$ cat src/mcbm_pkg.sv
package mcbm_pkg;

    localparam logic [15:0] ADDR_DECODE_MASK = 16'hE001;
    localparam logic [15:0] ADDR_OUTER       = 16'h6000;
    localparam logic [15:0] ADDR_CONTROL     = 16'h8000;
    localparam logic [15:0] ADDR_INNER       = 16'h8001;
    localparam logic [15:0] ADDR_UNLOCK      = 16'hA001;

    localparam logic [8:0] PRG_BANKS_RESET = 9'd32;

    localparam int CTRL_CHR_SWAP = 7;
    localparam int CTRL_PRG_SWAP = 6;
    localparam int UNLOCK_BIT    = 7;

    localparam logic [5:0] PRG_MASK_BITS = 6'h3F;
    localparam logic [3:0] CHR_LOW_BITS  = 4'hF;

    // Architectural mapper state, carried between the update logic and the top
    typedef struct packed {
        logic [7:0][7:0] inner;
        logic [7:0]      bank_control;
        logic            unlock;
        logic [1:0]      outer_idx;
        logic [3:0][7:0] outer;
        logic [7:0][8:0] chr;
        logic [3:0][7:0] prg;
    } mcbm_state_t;

endpackage

$ cat src/multicart_bank_mapper.sv
// An input transfer reaches its result on the m_ channel through the input register,
// then the update logic into the state and output registers.
// Throughput: one write per cycle; while a finished result waits on the output
// register the input register takes one more transfer, then s_ready drops.
// Reset (aresetn low, synchronous) clears all mapper registers, sets the
// program banks to 0, 1, 30, 31 and the bank count register to 32.
module multicart_bank_mapper
    import mcbm_pkg::*;
(
    input  logic        aclk,
    input  logic        aresetn,

    input  logic        cfg_valid,
    output logic        cfg_ready,
    input  logic [8:0]  cfg_data,

    input  logic        s_valid,
    output logic        s_ready,
    input  logic [15:0] s_cpu_address,
    input  logic [7:0]  s_write_data,

    output logic        m_valid,
    input  logic        m_ready,
    output logic [8:0]  m_chr_slot0_bank,
    output logic [8:0]  m_chr_slot1_bank,
    output logic [8:0]  m_chr_slot2_bank,
    output logic [8:0]  m_chr_slot3_bank,
    output logic [8:0]  m_chr_slot4_bank,
    output logic [8:0]  m_chr_slot5_bank,
    output logic [8:0]  m_chr_slot6_bank,
    output logic [8:0]  m_chr_slot7_bank,
    output logic [7:0]  m_prg_slot0_bank,
    output logic [7:0]  m_prg_slot1_bank,
    output logic [7:0]  m_prg_slot2_bank,
    output logic [7:0]  m_prg_slot3_bank
);

    logic [8:0]      prg_banks_reg;
    logic            in_valid_reg;
    logic [15:0]     in_addr_reg;
    logic [7:0]      in_data_reg;
    mcbm_state_t     state_reg;
    mcbm_state_t     state_next;
    mcbm_state_t     state_init;
    logic            out_valid_reg;
    logic [7:0][8:0] out_chr_reg;
    logic [3:0][7:0] out_prg_reg;
    logic            advance;

    assign cfg_ready = 1'b1;
    assign advance   = in_valid_reg && (!out_valid_reg || m_ready);
    assign s_ready   = !in_valid_reg || advance;

    always_comb begin
        state_init        = '0;
        state_init.prg[1] = 8'd1;
        state_init.prg[2] = 8'(PRG_BANKS_RESET - 9'd2);
        state_init.prg[3] = 8'(PRG_BANKS_RESET - 9'd1);
    end

    always_ff @(posedge aclk) begin
        if (!aresetn) begin
            prg_banks_reg <= PRG_BANKS_RESET;
        end else if (cfg_valid && cfg_ready) begin
            prg_banks_reg <= cfg_data;
        end
    end

    always_ff @(posedge aclk) begin
        if (!aresetn) begin
            in_valid_reg <= 1'b0;
        end else if (s_ready) begin
            in_valid_reg <= s_valid;
        end
    end

    always_ff @(posedge aclk) begin
        if (s_valid && s_ready) begin
            in_addr_reg <= s_cpu_address;
            in_data_reg <= s_write_data;
        end
    end

    mcbm_update u_update (
        .cur_state     (state_reg),
        .cpu_address   (in_addr_reg),
        .write_data    (in_data_reg),
        .prg_rom_banks (prg_banks_reg),
        .next_state    (state_next)
    );

    always_ff @(posedge aclk) begin
        if (!aresetn) begin
            state_reg <= state_init;
        end else if (advance) begin
            state_reg <= state_next;
        end
    end

    always_ff @(posedge aclk) begin
        if (!aresetn) begin
            out_valid_reg <= 1'b0;
        end else if (advance) begin
            out_valid_reg <= 1'b1;
        end else if (m_ready) begin
            out_valid_reg <= 1'b0;
        end
    end

    always_ff @(posedge aclk) begin
        if (advance) begin
            out_chr_reg <= state_next.chr;
            out_prg_reg <= state_next.prg;
        end
    end

    assign m_valid          = out_valid_reg;
    assign m_chr_slot0_bank = out_chr_reg[0];
    assign m_chr_slot1_bank = out_chr_reg[1];
    assign m_chr_slot2_bank = out_chr_reg[2];
    assign m_chr_slot3_bank = out_chr_reg[3];
    assign m_chr_slot4_bank = out_chr_reg[4];
    assign m_chr_slot5_bank = out_chr_reg[5];
    assign m_chr_slot6_bank = out_chr_reg[6];
    assign m_chr_slot7_bank = out_chr_reg[7];
    assign m_prg_slot0_bank = out_prg_reg[0];
    assign m_prg_slot1_bank = out_prg_reg[1];
    assign m_prg_slot2_bank = out_prg_reg[2];
    assign m_prg_slot3_bank = out_prg_reg[3];

    // An item leaving the input register must show up as a result
    a_advance_to_out: assert property (@(posedge aclk) disable iff (!aresetn)
        advance |=> m_valid)
        else $error("advanced item did not reach the output register");

    // A held input item keeps its write until it moves on
    a_in_hold: assert property (@(posedge aclk) disable iff (!aresetn)
        in_valid_reg && !advance |=> in_valid_reg && $stable(in_addr_reg)
            && $stable(in_data_reg))
        else $error("held input item changed or was dropped");

    // Reset leaves both stages empty
    a_reset_empty: assert property (@(posedge aclk)
        !aresetn |=> !m_valid && !in_valid_reg)
        else $error("pipeline not empty after reset");

    // State changes only when an item moves through the update logic
    a_state_only_on_advance: assert property (@(posedge aclk) disable iff (!aresetn)
        !advance |=> $stable(state_reg))
        else $error("mapper state changed without an item");

endmodule

$ cat src/mcbm_update.sv
module mcbm_update
    import mcbm_pkg::*;
(
    input  mcbm_state_t cur_state,
    input  logic [15:0] cpu_address,
    input  logic [7:0]  write_data,
    input  logic [8:0]  prg_rom_banks,
    output mcbm_state_t next_state
);

    mcbm_state_t upd;
    logic        do_recompute;
    logic [15:0] decoded;

    logic [5:0][7:0] c;
    logic [7:0]      chr_base;
    logic [7:0]      chr_mask;
    logic [7:0]      m;
    logic [7:0]      p0;
    logic [7:0]      p1;
    logic [7:0]      p2;
    logic [7:0]      p3;
    logic [8:0]      banks_m1;
    logic [8:0]      c0_inc;
    logic [8:0]      c1_inc;
    logic [3:0][8:0] pair_half;
    logic [3:0][8:0] quad_half;

    assign decoded = cpu_address & ADDR_DECODE_MASK;

    always_comb begin
        upd          = cur_state;
        do_recompute = 1'b0;
        unique case (decoded)
            ADDR_OUTER: begin
                if (cur_state.unlock) begin
                    upd.outer[cur_state.outer_idx] = write_data;
                    upd.outer_idx = cur_state.outer_idx + 2'd1;
                    do_recompute  = (cur_state.outer_idx == 2'd3);
                end
            end
            ADDR_CONTROL: begin
                upd.bank_control = write_data;
                do_recompute     = 1'b1;
            end
            ADDR_INNER: begin
                upd.inner[cur_state.bank_control[2:0]] = write_data;
                do_recompute = 1'b1;
            end
            ADDR_UNLOCK: begin
                if (write_data[UNLOCK_BIT]) begin
                    upd.unlock    = 1'b1;
                    upd.outer_idx = 2'd0;
                end else begin
                    upd.unlock = 1'b0;
                end
            end
            default: ;
        endcase
    end

    // Bank arithmetic on the updated registers
    assign chr_base = {upd.outer[1][3:0], 4'b0000};
    assign chr_mask = {upd.outer[2][3:0], CHR_LOW_BITS};

    always_comb begin
        for (int i = 0; i < 6; i++) begin
            c[i] = (upd.inner[i] | chr_base) & chr_mask;
        end
    end

    assign c0_inc = {1'b0, c[0]} + 9'd1;
    assign c1_inc = {1'b0, c[1]} + 9'd1;

    assign pair_half[0] = {1'b0, c[0]};
    assign pair_half[1] = c0_inc;
    assign pair_half[2] = {1'b0, c[1]};
    assign pair_half[3] = c1_inc;
    assign quad_half[0] = {1'b0, c[2]};
    assign quad_half[1] = {1'b0, c[3]};
    assign quad_half[2] = {1'b0, c[4]};
    assign quad_half[3] = {1'b0, c[5]};

    assign m        = {2'b00, upd.outer[3][5:0] ^ PRG_MASK_BITS};
    assign p0       = (upd.inner[6] & m) | upd.outer[1];
    assign p1       = (upd.inner[7] & m) | upd.outer[1];
    assign p3       = m | upd.outer[1];
    assign banks_m1 = prg_rom_banks - 9'd1;
    assign p2       = p3 & banks_m1[7:0];

    always_comb begin
        next_state = upd;
        if (do_recompute) begin
            if (upd.bank_control[CTRL_CHR_SWAP]) begin
                next_state.chr[3:0] = quad_half;
                next_state.chr[7:4] = pair_half;
            end else begin
                next_state.chr[3:0] = pair_half;
                next_state.chr[7:4] = quad_half;
            end
            next_state.prg[0] = upd.bank_control[CTRL_PRG_SWAP] ? p2 : p0;
            next_state.prg[1] = p1;
            next_state.prg[2] = upd.bank_control[CTRL_PRG_SWAP] ? p0 : p2;
            next_state.prg[3] = p3;
        end
    end

endmodule
$ cat config.mk
export PLATFORM = sky130hd
export DESIGN_NAME = multicart_bank_mapper
export DESIGN_NICKNAME = d
export VERILOG_FILES = /design/src/mcbm_pkg.sv /design/src/multicart_bank_mapper.sv /design/src/mcbm_update.sv
export SDC_FILE = /design/constraint.sdc
export NUM_CORES = 1
export LEC_CHECK = 0
export BUFFER_PORTS_ARGS = -buffer_cell sky130_fd_sc_hd__buf_2
export CAP_MARGIN = 20
export CORE_UTILIZATION = 34
export DETAILED_ROUTE_END_ITERATION = 10
export PLACE_DENSITY = 0.51
export SYNTH_ARGS = -nofsm -noshare
export SYNTH_HDL_FRONTEND = slang
export SYNTH_SLANG_ARGS = --single-unit
$ cat constraint.sdc
create_clock -name aclk -period 5.7 [get_ports aclk]
set_input_delay 0.285 -clock aclk [delete_from_list [all_inputs] [get_ports aclk]]
set_output_delay 0.285 -clock aclk [all_outputs]
set_load 0.05 [all_outputs]
# == Yosys cells after proc, flatten, opt, wreduce, memory -nomap -nowiden ==
# Cells that the tools add are included.
# word_totals
n_memories,0
mem_bits_ro,0
ramBits,0
inputBits,38
word_cells,117
output_inout_bits,107
latch_bits,0
ff_bits,349
# classes
mul,0
bitwise_logic,19
n_lt_le_gt_ge,4
n_addsub,4
div,0
shifts,0
reduce_logical,15
muxes,21
eq_ne,7
# ops
op,count
$mux 104,1
$mux 72,1
$bwmux 64,1
$mux 64,1
$or 8x8->8,8
$and 8x8->8,7
$mux 8,5
$mux 34,1
$bwmux 32,1
$mux 30,1
$demux 8 s3,1
$add 8x1->9 const B,2
$and 8x6->8,2
$demux 8 s2,1
$eq 4x4->1 const B,3
$or 6x8->8,1
$sub 8x1->8 const B,1
$not 6->6,1
$eq 4x3->1 const B,1
$logic_and 1x1->1,4
$lt 3x4->1 const B,1
$mux 1,4
$ne 2x2->1 const B,2
$pmux 2 s2,1
14 further kinds,18

# == Longest topological paths before layout ==
# depth
word_depth,12
mapped_depth,12

# == Cells and area by module ==
# From an unflattened synthesis, not the netlist that was laid out.
# unflattened
cells_unflattened,1757
area_unflattened_um2,16942.5
# by_module_without_submodules
mod,cells_each,instances,area_per_inst_um2,seq_area_each_um2
multicart_bank_mapper,1085,1,12763.5,8287.9
mcbm_update,672,1,4179.0,0.0

# == Worst setup path after synthesis ==
# OpenSTA, ideal clock, no wires.
# synth_timing
path_type,register to register
startpoint,register out_valid_reg (netlist: m_valid)
endpoint,"register out_chr_reg, in the netlist m_chr_slot0_bank[0] (enable)"
t_arrival_ps,4394
setup_ps,508
path_slack_ps,798
required_time_ps,5192
path_stages_with_launch,7
n_path_buf,3
cell_sequence,dfxtp_1 -> nor2b_1 -> nand2b_1 -> clkbuf_1 -> inv_2 -> clkbuf_1 -> buf_1
# synth_via
elab_chain_cells,3
# synth_rtl
item,line_no,source
start: declaration,multicart_bank_mapper.sv:45,logic out_valid_reg;
start signal: assignment,multicart_bank_mapper.sv:102,out_valid_reg <= 1'b0;
start signal: assignment,multicart_bank_mapper.sv:104,out_valid_reg <= 1'b1;
start signal: assignment,multicart_bank_mapper.sv:106,out_valid_reg <= 1'b0;
$logic_not 1->1,multicart_bank_mapper.sv:51,assign advance = in_valid_reg && (!out_valid_reg || m_ready);
$logic_or 1x1->1,multicart_bank_mapper.sv:51,
$logic_and 1x1->1,multicart_bank_mapper.sv:51,
net advance,multicart_bank_mapper.sv:48,logic advance;
end signal: assignment,multicart_bank_mapper.sv:112,out_chr_reg <= state_next.chr;
end: declaration,multicart_bank_mapper.sv:46,logic [7:0][8:0] out_chr_reg;
# The timed path passes the listed nets, and every way through them passes these cells.
# A chain may end at the register's enable or synchronous reset.

==> impl_metrics.prom <==
# TYPE chip_impl_metric gauge
chip_impl_metric{name="numnets_final",unit=""} 1638
chip_impl_metric{name="mean_number_of_vias_per_cell",unit=""} 5.055
chip_impl_metric{name="grt_pass1_vias",unit=""} 10260
chip_impl_metric{name="async_flop_share",unit="%"} 0
chip_impl_metric{name="initial_utilization",unit="%"} 34.78
chip_impl_metric{name="insertion_delay_of_the_later_clocked_pin_in_the_worst_skew_pair",unit="ns"} 0.55
chip_impl_metric{name="cts_buffer_depth",unit=""} 3
chip_impl_info{name="rsz0062_at_grt",value="false"} 1
chip_impl_info{name="crit_type",value="register to register"} 1
chip_impl_metric{name="synthesis.area",unit="µm²"} 14360
chip_impl_metric{name="post_synth_num_cell_types",unit=""} 65
chip_impl_metric{name="worst_clock_skew",unit="ns"} 0.01631
chip_impl_metric{name="groute.usage.overall",unit="%"} 17.44
chip_impl_metric{name="crit_fanout",unit=""} 11
chip_impl_metric{name="grt_antenna_before_repair",unit=""} 0
chip_impl_info{name="path_cells",value="nand4bb_4 > nor4_4 > mux2i_1 > inv_1 > ha_1 > nor3b_1 > xor2_1 > a21oi_1 > mux2_2"} 1
chip_impl_metric{name="crit_buf_inv",unit=""} 1
chip_impl_metric{name="ctsHtreeMaxLevel",unit=""} 2
chip_impl_metric{name="seq_power_share",unit="%"} 45.6
chip_impl_metric{name="worst-slew-pin-transition",unit="ns"} 1.016
chip_impl_metric{name="top_level_ports",unit=""} 145
chip_impl_info{name="synthFlopType",value="sky130_fd_sc_hd__dfxtp_1"} 1
chip_impl_metric{name="fin_worst_hold_slack",unit="ns"} 0.04732
chip_impl_info{name="hold_class",value="primary input to register"} 1
chip_impl_metric{name="setup-violations-final",unit=""} 0
chip_impl_metric{name="power_leakage",unit="nW"} 6.521
chip_impl_metric{name="required_time_of_the_critical_path",unit="ns"} 5.99
chip_impl_metric{name="synth_fp_nets",unit=""} 1541
chip_impl_metric{name="timing.setup.tns",unit="ns"} 0
chip_impl_metric{name="synth_enable_flop_cells",unit=""} 116
chip_impl_info{name="synth_top_cells_by_area",value="sky130_fd_sc_hd__dfxtp_1, sky130_fd_sc_hd__edfxtp_1, sky130_fd_sc_hd__mux2i_1"} 1
chip_impl_metric{name="wire_length_reported_by_the_detailed_router",unit="mm"} 37.60
chip_impl_info{name="yosys.cell_count.top_type",value="sky130_fd_sc_hd__nor2_1"} 1
chip_impl_metric{name="postSynthRegisterBits",unit=""} 316
chip_impl_metric{name="grt_pass1_wl",unit="mm"} 59.42
chip_impl_metric{name="cts_made_buffers",unit=""} 37
chip_impl_metric{name="diodes",unit=""} 0
chip_impl_metric{name="power.share.switching",unit="%"} 25.13
chip_impl_metric{name="dr.pass1.iters",unit=""} 5
chip_impl_metric{name="post_route_cells_drive_above_1_share",unit="%"} 17.25
chip_impl_info{name="reg2reg_from",value="in_addr_reg[13]"} 1
chip_impl_metric{name="total_overflow_reported_by_the_global_router",unit=""} 0
chip_impl_metric{name="grt_max_degree",unit=""} 154
chip_impl_metric{name="timing.max_cap.violations",unit=""} 0
chip_impl_metric{name="dp.final_hpwl",unit="mm"} 24.50
chip_impl_metric{name="combPwrFrac",unit="%"} 9.2
chip_impl_metric{name="yosys_warnings",unit=""} 0
chip_impl_info{name="outcome",value="finished, final reports clean"} 1
chip_impl_metric{name="flip_flop_count_of_the_largest_register_all_copies_and_words_added",unit=""} 190
chip_impl_metric{name="power.clock.fraction",unit="%"} 45.2
chip_impl_metric{name="drcViolationCount",unit=""} 0
chip_impl_metric{name="max_stage_delay",unit="ns"} 0.69
chip_impl_metric{name="finish.cell_count_without_fillers",unit=""} 2155
chip_impl_metric{name="dieArea",unit="µm²"} 43070
chip_impl_metric{name="cts.clk_slew.worst_paths",unit="ns"} 0.06
chip_impl_info{name="clock_tree_from_tritoncts",value="built"} 1
chip_impl_info{name="cp_max_stage_cell",value="sky130_fd_sc_hd__nor4_4"} 1
chip_impl_metric{name="synth_area_per_cell",unit="µm²"} 9.595
chip_impl_info{name="worst_path_dominant_cell_family",value="simple AND/OR/NAND/NOR gates"} 1
chip_impl_info{name="endpoint_kind",value="register"} 1
chip_impl_metric{name="routed-via-count",unit=""} 10890
chip_impl_metric{name="timing_max_transition_violations_final",unit=""} 0
chip_impl_info{name="crit_path_start_kind",value="register"} 1
chip_impl_metric{name="coreArea",unit="µm²"} 41290
chip_impl_metric{name="share_of_synthesized_area_occupied_by_flip_flops_and_latches",unit="%"} 52.13
chip_impl_metric{name="ir_drop_worst_case_vdd",unit="µV"} 141.7
chip_impl_metric{name="total_of_buffers_placed_on_input_and_output_ports",unit=""} 130
chip_impl_metric{name="die_width",unit="µm"} 207.5
chip_impl_metric{name="timing.final.hold_violations",unit=""} 0
chip_impl_metric{name="die_height",unit="µm"} 207.5
chip_impl_metric{name="syn-instance-count",unit=""} 1497
chip_impl_metric{name="synth.top_cell.area_share",unit="%"} 27.87
chip_impl_info{name="synth_top_cell_by_area",value="sky130_fd_sc_hd__dfxtp_1"} 1
chip_impl_metric{name="ant_nets",unit=""} 0
chip_impl_metric{name="slew_headroom",unit="%"} 32.25
chip_impl_metric{name="dpl.cell_count",unit=""} 2065
chip_impl_info{name="min-delay-start",value="m_ready"} 1
chip_impl_metric{name="rows",unit=""} 74
chip_impl_metric{name="power.switching",unit="mW"} 1.359
chip_impl_metric{name="route.detailed.wl_per_inst",unit="µm"} 17.45
chip_impl_metric{name="clock-sinks",unit=""} 316
chip_impl_metric{name="timing.final.crit_period",unit="ns"} 3.764
chip_impl_metric{name="timing.fmax",unit="GHz"} 0.2657
chip_impl_metric{name="arrival",unit="ns"} 4.05
chip_impl_info{name="yosys-top-cells-count",value="sky130_fd_sc_hd__nor2_1, sky130_fd_sc_hd__dfxtp_1, sky130_fd_sc_hd__nand2_1, sky130_fd_sc_hd__mux2i_1, sky130_fd_sc_hd__a21oi_1"} 1
chip_impl_info{name="crit_start",value="in_addr_reg[13]"} 1
chip_impl_metric{name="globalplace.congestion",unit=""} 0.7953
chip_impl_metric{name="drt_iter0_drcs",unit=""} 730
chip_impl_metric{name="timing.final.crit_share",unit="%"} 66.04
chip_impl_metric{name="post-route-util",unit="%"} 40.90
chip_impl_info{name="cts.root.buffer_cell",value="sky130_fd_sc_hd__clkbuf_16"} 1
chip_impl_metric{name="syn_to_final_growth",unit="%"} 17.58
chip_impl_metric{name="rrSetupSlack",unit="ns"} 1.94
chip_impl_metric{name="internal-power",unit="mW"} 4.050
chip_impl_metric{name="power_density_cells",unit="nW/µm²"} 320.3
-- power by group through the flow --
| stage | registers [mW] | logic [mW] | clock network (mW) |
|---|---|---|---|
| detailed placement | 2.52 | 0.489 | 0 |
| global placement | 2.51 | 0.485 | 0 |
| finish | 2.47 | 0.498 | 2.45 |
| floorplan | 2.61 | 0.256 | 0 |
| CTS | 2.47 | 0.502 | 2.51 |
| global route | 2.47 | 0.541 | 2.59 |
-- kinds of logic (layout without fill, tap and decap cells) --
group,Yosys count,in the layout,share of synthesized area (%)
and+or+nand+nor,546,546,17.16
AOI/OAI and AO/OA,319,319,13.99
DFF,316,316,52.13
muxes,159,159,11.42
buffers and inverters,135,261,3.841
xor gates and xnor gates,15,15,0.9147
adders and majority gates,6,6,0.5226
other,1,1,0.02611
-- layer usage --
| metal | share of wire (%) | wire, µm | track usage (%) |
|---|---|---|---|
| met1 | 49 | 18280 | 24.59 |
| met4 | 1.7 | 637 | 5.018 |
| met5 | 0 | 0 | 0 |
| met2 | 45 | 16930 | 27.31 |
| met3 | 4.6 | 1748 | 2.950 |
-- repair_timing --
item / in CTS / in global routing
gates resized for setup: 0 / 0
buffers inserted: 0 / 0
hold buffers: 21 / 0
hold endpoints to repair: 21 / 0
-- worst register-to-register path, cell delays in order, from the launching register on --
cell	delay (ns)
sky130_fd_sc_hd__edfxtp_1	0.58
sky130_fd_sc_hd__nand4bb_4	0.35
sky130_fd_sc_hd__nor4_4	0.69
sky130_fd_sc_hd__mux2i_1	0.47
sky130_fd_sc_hd__inv_1	0.11
sky130_fd_sc_hd__ha_1	0.28
sky130_fd_sc_hd__nor3b_1	0.18
sky130_fd_sc_hd__xor2_1	0.37
sky130_fd_sc_hd__a21oi_1	0.17
sky130_fd_sc_hd__mux2_2	0.31
-- stage by stage --
step                instance area [µm²]  setup WS (ns)  power, mW
floorplan                         14360         0.7980      2.864
global placement                  15420          1.980      2.998
detailed placement                15420          1.954      3.004
CTS                               16880          1.937      5.477
global route                      16890          1.719      5.609
finish                            16890          1.936      5.410
-- placed cells by master (no fill, tap or decap), drive strengths merged, types with 33 or more instances in the layout --
cell      n
mux2     33
o21ai    52
nand2   168
buf     155
dfxtp   200
nor2    251
a21oi   117
mux2i   126
clkbuf   53
nand3    40
edfxtp  116
a211oi   55
-- cell type report --
cell class,count,area (µm²)
multi-input cells,1046,6362
inverters,17,73.82
well taps,532,665.6
repair buffers,176,1046
fillers,4046,24410
clock buffers,53,1069
flip-flops and latches,316,7487
clock inverters,15,185.2
-- path summary, 6_finish.rpt --
path,end,depth (start not counted)
worst max-delay path,m_chr_slot5_bank[4],9
worst min-delay path,m_valid,4
worst max register to register,m_chr_slot5_bank[4],9
worst min register to register,state_reg[7],2
No activity file was read; power rests on OpenSTA's default activity.
